==> src/bdlp_pkg.sv <==
// ----------------------------------------------------------------------------
// bdlp_pkg
// Shared types and constants for the two-button debouncer with long press.
// ----------------------------------------------------------------------------
package bdlp_pkg;

    // default timestamp width and register reset values
    localparam int unsigned TIME_BITS_DEF = 32;
    localparam int unsigned CFG_IDX_BITS  = 8;

    localparam logic [15:0] DEBOUNCE_MS_RST   = 16'd50;
    localparam logic [31:0] LONG_PRESS_MS_RST = 32'd5000;

    // configuration register indexes
    localparam logic [CFG_IDX_BITS-1:0] CFG_DEBOUNCE_MS   = CFG_IDX_BITS'(0);
    localparam logic [CFG_IDX_BITS-1:0] CFG_LONG_PRESS_MS = CFG_IDX_BITS'(1);

    // input beat
    typedef struct packed {
        logic [31:0] now_ms;
        logic        enter_level;
        logic        back_level;
        logic        take_enter;
        logic        take_short;
        logic        take_long;
    } bdlp_in_t;

    // result beat
    typedef struct packed {
        logic enter_pending;
        logic short_pending;
        logic long_pending;
        logic enter_stable_level;
        logic back_stable_level;
    } bdlp_out_t;

    // debouncer status toward the event logic
    typedef struct packed {
        logic stable;   // debounced level after this update
        logic change;   // debounced level changed in this update
    } bdlp_dbnc_t;

endpackage

==> src/bdlp_debounce.sv <==
// ----------------------------------------------------------------------------
// bdlp_debounce
// Debouncer for one active-low button: stable level follows the raw level
// once the raw level has held for longer than the debounce time.
// ----------------------------------------------------------------------------
module bdlp_debounce
    import bdlp_pkg::*;
#(
    parameter int unsigned TIME_BITS = TIME_BITS_DEF
) (
    input  logic                 aclk,
    input  logic                 aresetn,
    input  logic                 en,
    input  logic                 raw,
    input  logic [TIME_BITS-1:0] now,
    input  logic [15:0]          debounce_ms,
    output bdlp_dbnc_t           status
);

    logic                 raw_prev_reg;
    logic                 stable_reg;
    logic [TIME_BITS-1:0] change_time_reg;

    logic                 raw_changed;
    logic [TIME_BITS-1:0] elapsed;
    logic                 settle;
    logic                 stable_next;

    // elapsed time since the last raw change, zero when it changes now
    always_comb begin
        raw_changed = (raw != raw_prev_reg);
        elapsed     = raw_changed ? '0 : (now - change_time_reg);
        settle      = (elapsed > TIME_BITS'(debounce_ms)) && (raw != stable_reg);
        stable_next = settle ? raw : stable_reg;
    end

    // status order: stable, change
    assign status = {stable_next, settle};

    // state update once per beat
    always_ff @(posedge aclk) begin
        if (!aresetn) begin
            raw_prev_reg    <= 1'b1;
            stable_reg      <= 1'b1;
            change_time_reg <= '0;
        end else if (en) begin
            raw_prev_reg <= raw;
            stable_reg   <= stable_next;
            if (raw_changed) begin
                change_time_reg <= now;
            end
        end
    end

endmodule

==> src/bdlp_events.sv <==
// ----------------------------------------------------------------------------
// bdlp_events
// Press, short-press and long-press event flags with acknowledge clearing.
// ----------------------------------------------------------------------------
module bdlp_events
    import bdlp_pkg::*;
#(
    parameter int unsigned TIME_BITS = TIME_BITS_DEF
) (
    input  logic                 aclk,
    input  logic                 aresetn,
    input  logic                 en,
    input  logic [TIME_BITS-1:0] now,
    input  logic                 take_enter,
    input  logic                 take_short,
    input  logic                 take_long,
    input  bdlp_dbnc_t           enter_st,
    input  bdlp_dbnc_t           back_st,
    input  logic [31:0]          long_press_ms,
    output logic                 enter_pending,
    output logic                 short_pending,
    output logic                 long_pending
);

    // compare width covers both the timestamp and the hold register
    localparam int unsigned CW = (TIME_BITS > 32) ? TIME_BITS : 32;

    logic                 enter_event_reg;
    logic                 short_event_reg;
    logic                 long_event_reg;
    logic                 long_fired_reg;
    logic [TIME_BITS-1:0] press_start_reg;

    logic                 back_fall;
    logic                 back_rise;
    logic                 fired_mid;
    logic [TIME_BITS-1:0] held;
    logic                 long_hit;
    logic                 enter_next;
    logic                 short_next;
    logic                 long_next;
    logic                 fired_next;

    // event decisions for this beat
    always_comb begin
        back_fall  = back_st.change & ~back_st.stable;
        back_rise  = back_st.change & back_st.stable;
        fired_mid  = back_fall ? 1'b0 : long_fired_reg;
        held       = back_fall ? '0 : (now - press_start_reg);
        long_hit   = ~back_st.stable & ~fired_mid & (CW'(held) >= CW'(long_press_ms));
        enter_next = (enter_event_reg & ~take_enter) | (enter_st.change & ~enter_st.stable);
        short_next = (short_event_reg & ~take_short) | (back_rise & ~long_fired_reg);
        long_next  = (long_event_reg & ~take_long) | long_hit;
        fired_next = fired_mid | long_hit;
    end

    assign enter_pending = enter_next;
    assign short_pending = short_next;
    assign long_pending  = long_next;

    // flag and press start registers
    always_ff @(posedge aclk) begin
        if (!aresetn) begin
            enter_event_reg <= 1'b0;
            short_event_reg <= 1'b0;
            long_event_reg  <= 1'b0;
            long_fired_reg  <= 1'b0;
            press_start_reg <= '0;
        end else if (en) begin
            enter_event_reg <= enter_next;
            short_event_reg <= short_next;
            long_event_reg  <= long_next;
            long_fired_reg  <= fired_next;
            if (back_fall) begin
                press_start_reg <= now;
            end
        end
    end

    // flags only move on a processed beat
    a_flags_hold: assert property (@(posedge aclk) disable iff (!aresetn)
        !$past(en) |-> ($stable(enter_event_reg) && $stable(short_event_reg)
                        && $stable(long_event_reg) && $stable(long_fired_reg)))
        else $error("event flags changed without a processed beat");

    // a long press event is always accompanied by the fired marker
    a_long_fired: assert property (@(posedge aclk) disable iff (!aresetn)
        $rose(long_event_reg) |-> long_fired_reg)
        else $error("long press latched without fired marker");

    // a short press never latches once the long press has fired
    a_short_no_long: assert property (@(posedge aclk) disable iff (!aresetn)
        $rose(short_event_reg) |-> !long_fired_reg)
        else $error("short press latched after long press fired");

endmodule

==> src/button_debounce_long_press.sv <==
// ----------------------------------------------------------------------------
// button_debounce_long_press
// Two-button debouncer: press event for the first button, short and long
// press events for the second, driven by timestamped level samples.
// ----------------------------------------------------------------------------
// Usage:
//   s_valid/s_ready/s_data carry one sample beat: timestamp, two active-low
//   raw button levels and acknowledge bits that clear latched events.
//   m_valid/m_ready/m_data return one result beat per sample: the three
//   pending event flags and both debounced levels after the update.
//   cfg_valid/cfg_ready/cfg_index/cfg_data write debounce_ms (index 0) and
//   long_press_ms (index 1); other indexes are ignored. Write only while
//   idle. cfg_ready is always high.
//   A sample accepted into the input register is loaded into the result
//   register when the result register can take a beat, and its result beat
//   is then offered on m_data. Throughput is one sample per cycle while
//   m_ready is high, with the subtract and compare update combinational
//   between the two registers.
//   Reset (aresetn low, synchronous) releases both buttons, clears all events
//   and times, and loads debounce_ms = 50 and long_press_ms = 5000.
//   When m_ready is low the result is held; the input register still takes
//   one more sample, then s_ready drops until the result is taken.
// ----------------------------------------------------------------------------
module button_debounce_long_press
    import bdlp_pkg::*;
#(
    parameter int unsigned TIME_BITS = TIME_BITS_DEF
) (
    input  logic                    aclk,
    input  logic                    aresetn,
    input  logic                    s_valid,
    output logic                    s_ready,
    input  bdlp_in_t                s_data,
    output logic                    m_valid,
    input  logic                    m_ready,
    output bdlp_out_t               m_data,
    input  logic                    cfg_valid,
    output logic                    cfg_ready,
    input  logic [CFG_IDX_BITS-1:0] cfg_index,
    input  logic [31:0]             cfg_data
);

    logic [15:0]          debounce_ms_reg;
    logic [31:0]          long_press_ms_reg;
    logic                 in_valid_reg;
    bdlp_in_t             in_data_reg;
    logic                 out_valid_reg;
    bdlp_out_t            out_data_reg;

    logic                 advance;
    logic [TIME_BITS-1:0] now;
    bdlp_dbnc_t           enter_st;
    bdlp_dbnc_t           back_st;
    logic                 enter_pending;
    logic                 short_pending;
    logic                 long_pending;
    bdlp_out_t            result;

    // configuration registers
    assign cfg_ready = 1'b1;

    always_ff @(posedge aclk) begin
        if (!aresetn) begin
            debounce_ms_reg   <= DEBOUNCE_MS_RST;
            long_press_ms_reg <= LONG_PRESS_MS_RST;
        end else if (cfg_valid) begin
            case (cfg_index)
                CFG_DEBOUNCE_MS:   debounce_ms_reg   <= cfg_data[15:0];
                CFG_LONG_PRESS_MS: long_press_ms_reg <= cfg_data;
                default:           ;
            endcase
        end
    end

    // handshake: update runs when the result register can take a beat
    assign advance = in_valid_reg && (!out_valid_reg || m_ready);
    assign s_ready = !in_valid_reg || advance;

    // input register
    always_ff @(posedge aclk) begin
        if (!aresetn) begin
            in_valid_reg <= 1'b0;
        end else if (s_ready) begin
            in_valid_reg <= s_valid;
        end
    end

    always_ff @(posedge aclk) begin
        if (s_ready && s_valid) begin
            in_data_reg <= s_data;
        end
    end

    // timestamp taken modulo 2^TIME_BITS
    assign now = TIME_BITS'(in_data_reg.now_ms);

    bdlp_debounce #(
        .TIME_BITS (TIME_BITS)
    ) u_enter_dbnc (
        .aclk        (aclk),
        .aresetn     (aresetn),
        .en          (advance),
        .raw         (in_data_reg.enter_level),
        .now         (now),
        .debounce_ms (debounce_ms_reg),
        .status      (enter_st)
    );

    bdlp_debounce #(
        .TIME_BITS (TIME_BITS)
    ) u_back_dbnc (
        .aclk        (aclk),
        .aresetn     (aresetn),
        .en          (advance),
        .raw         (in_data_reg.back_level),
        .now         (now),
        .debounce_ms (debounce_ms_reg),
        .status      (back_st)
    );

    bdlp_events #(
        .TIME_BITS (TIME_BITS)
    ) u_events (
        .aclk          (aclk),
        .aresetn       (aresetn),
        .en            (advance),
        .now           (now),
        .take_enter    (in_data_reg.take_enter),
        .take_short    (in_data_reg.take_short),
        .take_long     (in_data_reg.take_long),
        .enter_st      (enter_st),
        .back_st       (back_st),
        .long_press_ms (long_press_ms_reg),
        .enter_pending (enter_pending),
        .short_pending (short_pending),
        .long_pending  (long_pending)
    );

    // result beat in field order
    assign result = {enter_pending, short_pending, long_pending,
                     enter_st.stable, back_st.stable};

    // result register
    always_ff @(posedge aclk) begin
        if (!aresetn) begin
            out_valid_reg <= 1'b0;
        end else if (advance) begin
            out_valid_reg <= 1'b1;
        end else if (m_ready) begin
            out_valid_reg <= 1'b0;
        end
    end

    always_ff @(posedge aclk) begin
        if (advance) begin
            out_data_reg <= result;
        end
    end

    assign m_valid = out_valid_reg;
    assign m_data  = out_data_reg;

endmodule

==> config.mk <==
export PLATFORM = sky130hd
export DESIGN_NAME = button_debounce_long_press
export DESIGN_NICKNAME = d
export VERILOG_FILES = /design/src/bdlp_pkg.sv /design/src/bdlp_debounce.sv /design/src/bdlp_events.sv /design/src/button_debounce_long_press.sv
export SDC_FILE = /design/constraint.sdc
export NUM_CORES = 1
export LEC_CHECK = 0
export BUFFER_PORTS_ARGS = -buffer_cell sky130_fd_sc_hd__buf_2
export CAP_MARGIN = 0
export CORE_MARGIN = 2
export CORE_UTILIZATION = 26
export CTS_CLUSTER_DIAMETER = 120
export DETAILED_ROUTE_END_ITERATION = 7
export GPL_TIMING_DRIVEN = 0
export PLACE_DENSITY = 0.41
export SKIP_CTS_REPAIR_TIMING = 1
export SYNTH_ARGS = -nofsm -noshare
export SYNTH_HDL_FRONTEND = slang
export SYNTH_SLANG_ARGS = --single-unit
==> constraint.sdc <==
create_clock -name aclk -period 6.15 [get_ports aclk]
set_input_delay 0.615 -clock aclk [delete_from_list [all_inputs] [get_ports aclk]]
set_output_delay 0.615 -clock aclk [all_outputs]
set_load 0.1 [all_outputs]
==> results of run 1 <==
[per-layer routing]
metal | vias to the layer above | wire length (µm) | GRT usage | part of all wire
met5 | - | 0 | 0 | 0
met1 | 6095 | 23300 | 0.224 | 0.49
met3 | 45 | 1600 | 0.0286 | 0.034
li1 | 6842 | - | - | -
met4 | 0 | 787 | 0.0504 | 0.017
met2 | 212 | 21600 | 0.272 | 0.46
[synth_stat cells, drive strengths merged (19+ instances only)]
master,instances
a211oi,21
a21o,53
a21oi,224
buf,20
clkbuf,57
dfxtp,154
edfxtp,42
ha,157
inv,165
mux2i,19
nand2,280
nand2b,20
nand3,64
nand4,23
nor2,133
nor3,28
o211ai,24
o21a,26
o21ai,95
xnor2,32
xor2,23
[layout make-up]
| type | instances | share of cell area |
|---|---|---|
| Buffer | 75 | 0.0202 |
| Clock buffer | 21 | 0.0272 |
| Tap cell | 704 | 0.0520 |
| Inverter | 167 | 0.0370 |
| Timing Repair Buffer | 127 | 0.0465 |
| Sequential cell | 196 | 0.256 |
| Multi-Input combinational cell | 1417 | 0.555 |
| Clock inverter | 11 | 0.00590 |
[report_power, final]
| group | total, mW | internal, mW | leakage (nW) | switching (mW) |
|---|---|---|---|---|
| Clock | 1.12 | 0.582 | 0.276 | 0.540 |
| Combinational | 1.26 | 0.518 | 4.35 | 0.741 |
| Sequential | 1.42 | 1.37 | 1.66 | 0.0499 |
| Total | 3.80 | 2.47 | 6.29 | 1.33 |
[kinds of logic (layout without fill, tap and decap cells)]
kind of cell    count (synthesis)  count (layout)
fa+ha+maj                     160             160
buf+inv                       244             401
simple gates                  637             637
flops                         196             196
mux                            22              22
xor+xnor                       55              55
compound gates                542             542
other cells                     1               1
[path summary, 6_finish.rpt]
path	end	slack [ps]	cells past startpoint	startpoint
setup reg to reg	m_data[2]	-570	38	now[0]
setup / recovery	m_data[2]	-570	38	now[0]
hold / removal	in_data_reg[2]	280	1	s_data[2]
hold reg to reg	u_enter_dbnc.change_time_reg[22]	450	2	u_enter_dbnc.change_time_reg[22]
[metrics by stage]
step / instances / setup TNS (ps) / cell area, µm²
global placement: 2648 / -6470 / 15700
finish: 2718 / -1620 / 17000
detailed placement: 2649 / -6260 / 15700
floorplan: 1857 / 0 / 14400
CTS: 2681 / -6480 / 16300
global route: 2718 / -2910 / 17000
==> key figures, run 1 <==
Timing
  • Worst hold slack: 283 ps
  • Fin worst setup slack: -570 ps
  • Final Cycle Share: 1.09
  • Max-slew violation count: 0
  • Skew final: 11.6 ps
  • Fin crit period: 6720 ps
  • RSZ-0062 raised after global routing: true
  • Worst-Margin Slew: 1020 ps
  • Max frequency: 149 MHz
  • Final setup vio count: 3
  • Max_slew headroom: 0.316
  • Final hold vios: 0

Die
  • Core Area: 54,900 µm²
  • Initial core utilization: 0.262
  • Die width: 239 µm
  • Ports: 90
  • Die height: 239 µm
  • FP Rows: 86
  • DIE AREA: 57,200 µm²

Layout
  • Most common cell after layout, fill and taps aside: nand2_1
  • Antenna diodes: 0
  • # nets final: 2,243
  • Share of cells above drive strength 1: 0.121
  • Area of the multi-input gates: 9410 µm²
  • Storage element area: 4340 µm²
  • Area growth syn-to-layout: 17.9%
  • Commonest non-fill, non-tap cells in the layout: 277 x nand2_1, 213 x a21oi_1, 164 x inv_1
  • # fillers: 6,004
  • Final design utilization: 0.309

Critical path
  • CP Max Fanout: 8
  • Critical path class: reg -> reg
  • Worst path top cell family by delay: compound AO/OA/AOI/OAI gates
  • Critical path buffer and inverter count: 5
  • Startpoint Class: flip-flop
  • Worst Path Arrival: 6980 ps
  • Crit path largest cell delay: 400 ps
  • CP Capture Type: flip-flop
  • Top cell by count, worst path: a21o_1
  • CP max-delay cell: edfxtp_1
  • Required time worst endpoint: 6410 ps

Route
  • Via count: 13,194
  • DRT iter0 DRCs: 564
  • Wire per inst: 17.4 µm
  • Final WL: 47.2 mm
  • DR DRC count: 0
  • DRT Pass-1 Iters: 5
  • Vias per cell: 4.85
  • Routed Antenna Nets: 0

Logic synthesis
  • EDFF count, synth: 42
  • Netlist cell types: 89
  • Compound-cell area share of the yosys netlist: 0.239
  • Xor and xnor area share after synthesis: 0.0335
  • Synth Flop Type: dfxtp_1
  • Synth Instances: 1,857
  • Simple-gate share of the synthesized area: 0.202
  • Post-synthesis sequential area ratio: 0.302
  • Largest family of logic cells by synthesized area: compound AO/OA/AOI/OAI gates
  • Adder-cell share of the synthesized area: 0.141
  • Async SR Flop Fraction: 0
  • Synth warn: 0
  • Mapped Nets: 2,099
  • Mux share of post-synthesis cell area: 0.0156
  • Top cell type's share of synthesized area: 0.214
  • Syn avg cell area: 7.74 µm²
  • Synth Register Bits: 196
  • Leading area contributor after synthesis: dfxtp_1
  • Area of the mapped netlist: 14,400 µm²
  • Ranking of synthesized cells by area: dfxtp_1 21%, ha_1 14%, edfxtp_1 8.8%, a21oi_1 7.7%, nand2_1 7.3%

GRT
  • Global-route wire length before repair: 72.0 mm
  • Initial antenna violation count: 0
  • GRT Total Usage: 0.167
  • Pin count of the biggest net entering global routing: 34
  • Number of global-route vias before repair: 12,750
  • Remaining global-route overflow: 0

Outcome
  • Status: finished with violations
  • Failing checks: setup timing

Clocking
  • Register clock-pin slew on the reported worst setup and hold paths: 70 ps
  • Htree depth: 4
  • CTS sink cnt: 196
  • CTS Buf Count: 17
  • Clk root buf: clkbuf_16
  • CTS Buffer Depth: 2
  • TritonCTS clock tree: built
  • Insertion delay to the later sink of the worst-skew pair: 500 ps

Placed design
  • Placed wire-length estimate after detailed placement: 38.3 mm
  • Final GP Congestion: 0.917
  • Pre-CTS WS: -2200 ps
  • Port Buffers: 87

Min path
  • Hold Crit Class: in -> reg

Flow run
  • Max_cap viols: 0

Pwr
  • Pwr dens: 224 nW/µm²
  • LEAKAGE: 6.29 nW
  • Worst IR Drop VDD: 0.244 mV
  • Total power: 3.80 mW
Power figures use the tool's default switching activity.
==> run 2: changes to the inputs <==
--- a/config.mk
+++ b/config.mk
@@ -9,6 +9,7 @@
 export CAP_MARGIN = 0
 export CORE_MARGIN = 2
 export CORE_UTILIZATION = 26
+export CTS_BUF_LIST = sky130_fd_sc_hd__clkbuf_8 sky130_fd_sc_hd__clkbuf_16
 export CTS_CLUSTER_DIAMETER = 120
 export DETAILED_ROUTE_END_ITERATION = 7
 export GPL_TIMING_DRIVEN = 0
==> key figures, run 2 (synthesis results as in run 1) <==
Route
  • Wire per inst: 17.4 µm (about the same)
  • DRT iter0 DRCs: 565 (+0.18%)
  • Via count: 13,174 (-0.15%)
  • DRT Pass-1 Iters: 5 (unchanged)
  • Final WL: 47.2 mm (about the same)
  • DR DRC count: 0 (unchanged)
  • Vias per cell: 4.85 (-0.15%)
  • Routed Antenna Nets: 0 (unchanged)

Placed design
  • Inst Count DP: 2,649 (unchanged)
  • Placed wire-length estimate after detailed placement: 38.3 mm (unchanged)
  • Port Buffers: 87 (unchanged)
  • Final GP Congestion: 0.917 (unchanged)

Die
  • Ports: 90 (unchanged)
  • FP Rows: 86 (unchanged)
  • Core Area: 54,900 µm² (unchanged)
  • Die width: 239 µm (unchanged)
  • Die height: 239 µm (unchanged)
  • DIE AREA: 57,200 µm² (unchanged)
  • Initial core utilization: 0.262 (unchanged)

Flow run
  • Max_cap viols: 0 (unchanged)

Layout
  • Final design utilization: 0.309 (unchanged)
  • # fillers: 6,004 (unchanged)
  • # nets final: 2,243 (unchanged)
  • Area of the multi-input gates: 9410 µm² (unchanged)
  • Storage element area: 4340 µm² (unchanged)
  • Antenna diodes: 0 (unchanged)
  • Area growth syn-to-layout: 17.9% (unchanged)
  • Commonest non-fill, non-tap cells in the layout: 277 x nand2_1, 213 x a21oi_1, 167 x inv_1
  • Share of cells above drive strength 1: 0.121 (unchanged)
  • Most common cell after layout, fill and taps aside: nand2_1
  • Non-filler cells, final: 2,718 (unchanged)

Pwr
  • Pwr dens: 224 nW/µm² (-0.18%)
  • LEAKAGE: 6.30 nW (+0.20%)
  • Total power: 3.79 mW (-0.18%)
  • Worst IR Drop VDD: 0.243 mV (-0.67%)

Clocking
  • TritonCTS clock tree: built
  • Register clock-pin slew on the reported worst setup and hold paths: 80 ps (about the same)
  • CTS Buffer Depth: 2 (unchanged)
  • CTS sink cnt: 196 (unchanged)
  • Insertion delay to the later sink of the worst-skew pair: 500 ps (about the same)
  • Clk root buf: clkbuf_16
  • CTS Buf Count: 17 (unchanged)
  • Htree depth: 4 (unchanged)

Critical path
  • Worst Setup EP: m_data[2]
  • Startpoint Class: flip-flop
  • CP Max Fanout: 8 (unchanged)
  • Reg2reg end: m_data[2]
  • Top cell by count, worst path: a21o_1
  • Reg2reg start: now[0]
  • Required time worst endpoint: 6410 ps (about the same)
  • CP Capture Type: flip-flop
  • Critical path class: reg -> reg
  • Reg-to-reg slack, setup: -570 ps (about the same)
  • Worst setup startpoint: now[0]
  • CP max-delay cell: edfxtp_1
  • Worst Path Arrival: 6980 ps (about the same)
  • FF-to-FF path depth: 38 (unchanged)
  • Crit path largest cell delay: 400 ps (about the same)

GRT
  • GRT Total Usage: 0.167 (unchanged)
  • Remaining global-route overflow: 0 (unchanged)
  • Initial antenna violation count: 0 (unchanged)
  • Number of global-route vias before repair: 12,750 (unchanged)
  • Pin count of the biggest net entering global routing: 34 (unchanged)
  • Global-route wire length before repair: 72.0 mm (unchanged)

Timing
  • Worst hold slack: 285 ps (+1.81 ps)
  • Skew final: 11.7 ps (+0.113 ps)
  • RSZ-0062 raised after global routing: true
  • Fin worst setup slack: -568 ps (+1.76 ps)
  • Final hold vios: 0 (unchanged)
  • Final setup vio count: 3 (unchanged)
  • Fin crit period: 6720 ps (-1.76 ps)
  • Final Cycle Share: 1.09 (about the same)
  • Max frequency: 149 MHz (about the same)
  • Max_slew headroom: 0.316 (unchanged)
  • Worst-Margin Slew: 1020 ps (unchanged)
  • Max-slew violation count: 0 (unchanged)

Min path
  • Hold path depth: 1 (unchanged)
  • Hold Crit Class: in -> reg

Outcome
  • Status: finished with violations
  • Failing checks: setup timing
run 2: cell types whose count changed in the layout (fill, tap and decap cells not counted):
| cell | before | now |
|---|---|---|
| clkbuf_1 | 57 | 54 |
| inv_1 | 164 | 167 |
run 2: per-layer routing:
metal	track usage	vias to the layer above	share of wire
li1	-	6843	-
met1	0.224	6087	0.49
met2	0.272	200	0.46
met3	0.0286	44	0.034
met4	0.0504	0	0.016
met5	0	-	0
run 2: report_power, final:
group | leakage [nW] | total [mW] | switching [mW] | internal [mW]
Sequential | 1.66 | 1.42 | 0.0498 | 1.37
Clock | 0.289 | 1.12 | 0.539 | 0.577
Combinational | 4.35 | 1.26 | 0.741 | 0.518
Total | 6.30 | 3.79 | 1.33 | 2.46
run 2: metrics by stage:
step,setup WS (ps),cell area (µm²),setup TNS (ps)
after global placement,-2280,15700,-6470
after global routing,-986,17000,-2910
after detailed placement,-2200,15700,-6260
final,-568,17000,-1620
after CTS,-2270,16300,-6480
after floorplan,34.8,14400,0
run 2: critical path: cells and delay by family, from the launching register on:
kind                     cells  cell delay, ps
AO/OA/AOI/OAI               15            2490
XOR/XNOR                     1             160
adder cells (fa/ha/maj)      4            1150
buffers and inverters        5             660
flip-flops                   1             400
AND/OR/NAND/NOR             13            1620
run 2: final cells by class:
type / count / area share
tap: 704 / 0.0520
inverter: 167 / 0.0370
clock buffer: 18 / 0.0266
clock inverter: 14 / 0.00657
timing repair buffer: 127 / 0.0465
sequential: 196 / 0.256
buffer: 75 / 0.0202
multi-input combinational: 1417 / 0.555
run 2: how the worst min path moves through the flow:
stage	start	to	slack [ps]
4_1_cts	s_data[9]	now[4]	240
3_3_place_gp	u_enter_dbnc.change_time_reg[4]	u_enter_dbnc.change_time_reg[4]	440
5_1_grt	s_data[1]	in_data_reg[1]	250
3_5_place_dp	u_back_dbnc.change_time_reg[15]	u_back_dbnc.change_time_reg[15]	450
2_1_floorplan	long_press_ms_reg[10]	long_press_ms_reg[10]	440
6_report	s_data[2]	in_data_reg[2]	290
==> run 3: changes to the inputs <==
--- a/config.mk
+++ b/config.mk
@@ -7,6 +7,7 @@
 export LEC_CHECK = 0
 export BUFFER_PORTS_ARGS = -buffer_cell sky130_fd_sc_hd__buf_2
 export CAP_MARGIN = 0
+export CORE_ASPECT_RATIO = 0.75
 export CORE_MARGIN = 2
 export CORE_UTILIZATION = 26
 export CTS_BUF_LIST = sky130_fd_sc_hd__clkbuf_8 sky130_fd_sc_hd__clkbuf_16
==> key figures, run 3 (synthesis results as in run 1) <==
Outcome
  • Status: finished with violations
  • Failing checks: setup timing

Critical path
  • Critical path class: reg -> reg
  • Worst Path Arrival: 6790 ps (-190 ps)
  • Crit path largest cell delay: 400 ps (about the same)
  • Top cell by count, worst path: a21o_1
  • Worst path top cell family by delay: compound AO/OA/AOI/OAI gates
  • Critical path buffer and inverter count: 4 (-1)
  • CP Max Fanout: 6 (-2)
  • Startpoint Class: flip-flop
  • CP max-delay cell: edfxtp_1
  • CP Capture Type: flip-flop
  • Required time worst endpoint: 6390 ps (-20 ps)

Timing
  • Fin worst setup slack: -402 ps (+166 ps)
  • Max_slew headroom: 0.0637 (-0.252)
  • Final setup vio count: 3 (unchanged)
  • RSZ-0062 raised after global routing: true
  • Skew final: 18.0 ps (+6.32 ps)
  • Max-slew violation count: 0 (unchanged)
  • Fin crit period: 6550 ps (-166 ps)
  • Final Cycle Share: 1.07 (-0.0270)
  • Worst-Margin Slew: 1400 ps (+377 ps)
  • Max frequency: 153 MHz (+2.5%)
  • Final hold vios: 0 (unchanged)

GRT
  • Remaining global-route overflow: 0 (unchanged)
  • Pin count of the biggest net entering global routing: 24 (-29%)
  • Initial antenna violation count: 0 (unchanged)
  • Global-route wire length before repair: 75.4 mm (+4.8%)
  • GRT Total Usage: 0.172 (+0.00533)
  • Number of global-route vias before repair: 12,802 (+0.41%)

Die
  • Ports: 90 (unchanged)
  • DIE AREA: 57,200 µm² (about the same)
  • Die width: 276 µm (+15%)
  • FP Rows: 74 (-14%)
  • Core Area: 54,500 µm² (-0.62%)
  • Die height: 208 µm (-13%)
  • Initial core utilization: 0.264 (+0.00165)

Placed design
  • Placed wire-length estimate after detailed placement: 39.7 mm (+3.7%)
  • Port Buffers: 87 (unchanged)
  • Inst Count DP: 2,667 (+0.68%)
  • Final GP Congestion: 0.863 (-5.8%)

Clocking
  • CTS Buffer Depth: 2 (unchanged)
  • CTS Buf Count: 17 (unchanged)
  • CTS sink cnt: 196 (unchanged)
  • Clk root buf: clkbuf_16
  • Register clock-pin slew on the reported worst setup and hold paths: 90 ps (about the same)
  • TritonCTS clock tree: built
  • Htree depth: 4 (unchanged)
  • Insertion delay to the later sink of the worst-skew pair: 480 ps (-20 ps)

Pwr
  • LEAKAGE: 6.30 nW (about the same)
  • Total power: 3.90 mW (+2.8%)
  • Pwr dens: 228 nW/µm² (+2.1%)
  • Worst IR Drop VDD: 0.145 mV (-40%)

Route
  • DRT iter0 DRCs: 910 (+61%)
  • Routed Antenna Nets: 0 (unchanged)
  • Wire per inst: 18.3 µm (+5.1%)
  • Final WL: 49.9 mm (+5.7%)
  • DR DRC count: 0 (unchanged)
  • DRT Pass-1 Iters: 6 (+1)
  • Vias per cell: 4.95 (+2.2%)
  • Via count: 13,540 (+2.8%)

Layout
  • Area growth syn-to-layout: 18.7%
  • Most common cell after layout, fill and taps aside: nand2_1
  • # fillers: 5,885 (-2.0%)
  • Non-filler cells, final: 2,734 (+0.59%)
  • Share of cells above drive strength 1: 0.126 (+0.00509)
  • Area of the multi-input gates: 9480 µm² (+0.78%)
  • Antenna diodes: 0 (unchanged)
  • # nets final: 2,241 (-0.089%)
  • Storage element area: 4340 µm² (unchanged)
  • Commonest non-fill, non-tap cells in the layout: 277 x nand2_1, 212 x a21oi_1, 163 x inv_1

Flow run
  • Max_cap viols: 0 (unchanged)

Min path
  • Hold Crit Class: in -> reg
run 3: cell count changes in the layout (fill, tap and decap cells not counted), moves of 3 or more:
| cell | before | now |
|---|---|---|
| inv_8 | 1 | 6 |
| nor2_2 | 2 | 6 |
| inv_1 | 167 | 163 |
| nor2_1 | 127 | 124 |
| buf_6 | 5 | 2 |
| clkinv_2 | 3 | 0 |
run 3: per-layer routing:
metal | up-vias | GRT usage | wire length, µm
li1 | 6833 | - | -
met5 | - | 0 | 0
met4 | 0 | 0.0263 | 339
met2 | 196 | 0.259 | 21500
met3 | 20 | 0.0251 | 1830
met1 | 6491 | 0.261 | 26300
run 3: metrics by stage:
step	setup TNS [ps]	instance area (µm²)	setup slack, ps	utilization	hold WS (ps)
6_report	-914	17100	-402	0.313	303
5_1_grt	-1980	17100	-755	0.313	276
4_1_cts	-6660	16400	-1960	0.300	278
3_5_place_dp	-6210	15800	-1880	0.289	446
3_3_place_gp	-6590	15700	-1990	0.289	444
2_1_floorplan	0	14400	34.8	-	436
run 3: final cells by class:
type                    count  share of cell area
well taps                 722              0.0529
flip-flops and latches    196               0.255
repair buffers            125              0.0442
clock buffers              18              0.0264
multi-input cells        1417               0.556
inverters                 167              0.0367
clock inverters            14             0.00865
plain buffers              75              0.0207
run 3: path summary, 6_finish.rpt:
path,cells past startpoint,slack [ps],start,endpoint
min,1,300,s_data[5],now[0]
min reg2reg,2,460,u_back_dbnc.change_time_reg[8],u_back_dbnc.change_time_reg[8]
max reg2reg,38,-400,now[0],m_data[2]
max,38,-400,now[0],m_data[2]
run 3: where the power goes:
| group | total [mW] | switching [mW] | internal [mW] |
|---|---|---|---|
| combinational | 1.29 | 0.769 | 0.516 |
| sequential | 1.42 | 0.0534 | 1.37 |
| clock | 1.19 | 0.620 | 0.572 |
run 3: worst register-to-register path: cells and delay by family, from the launching register on:
family / cells / cell delay, ps
adder cells (fa/ha/maj): 4 / 1120
AND/OR/NAND/NOR: 14 / 1780
XOR/XNOR: 1 / 170
AO/OA/AOI/OAI: 15 / 2360
buffers and inverters: 4 / 510
flip-flops: 1 / 400
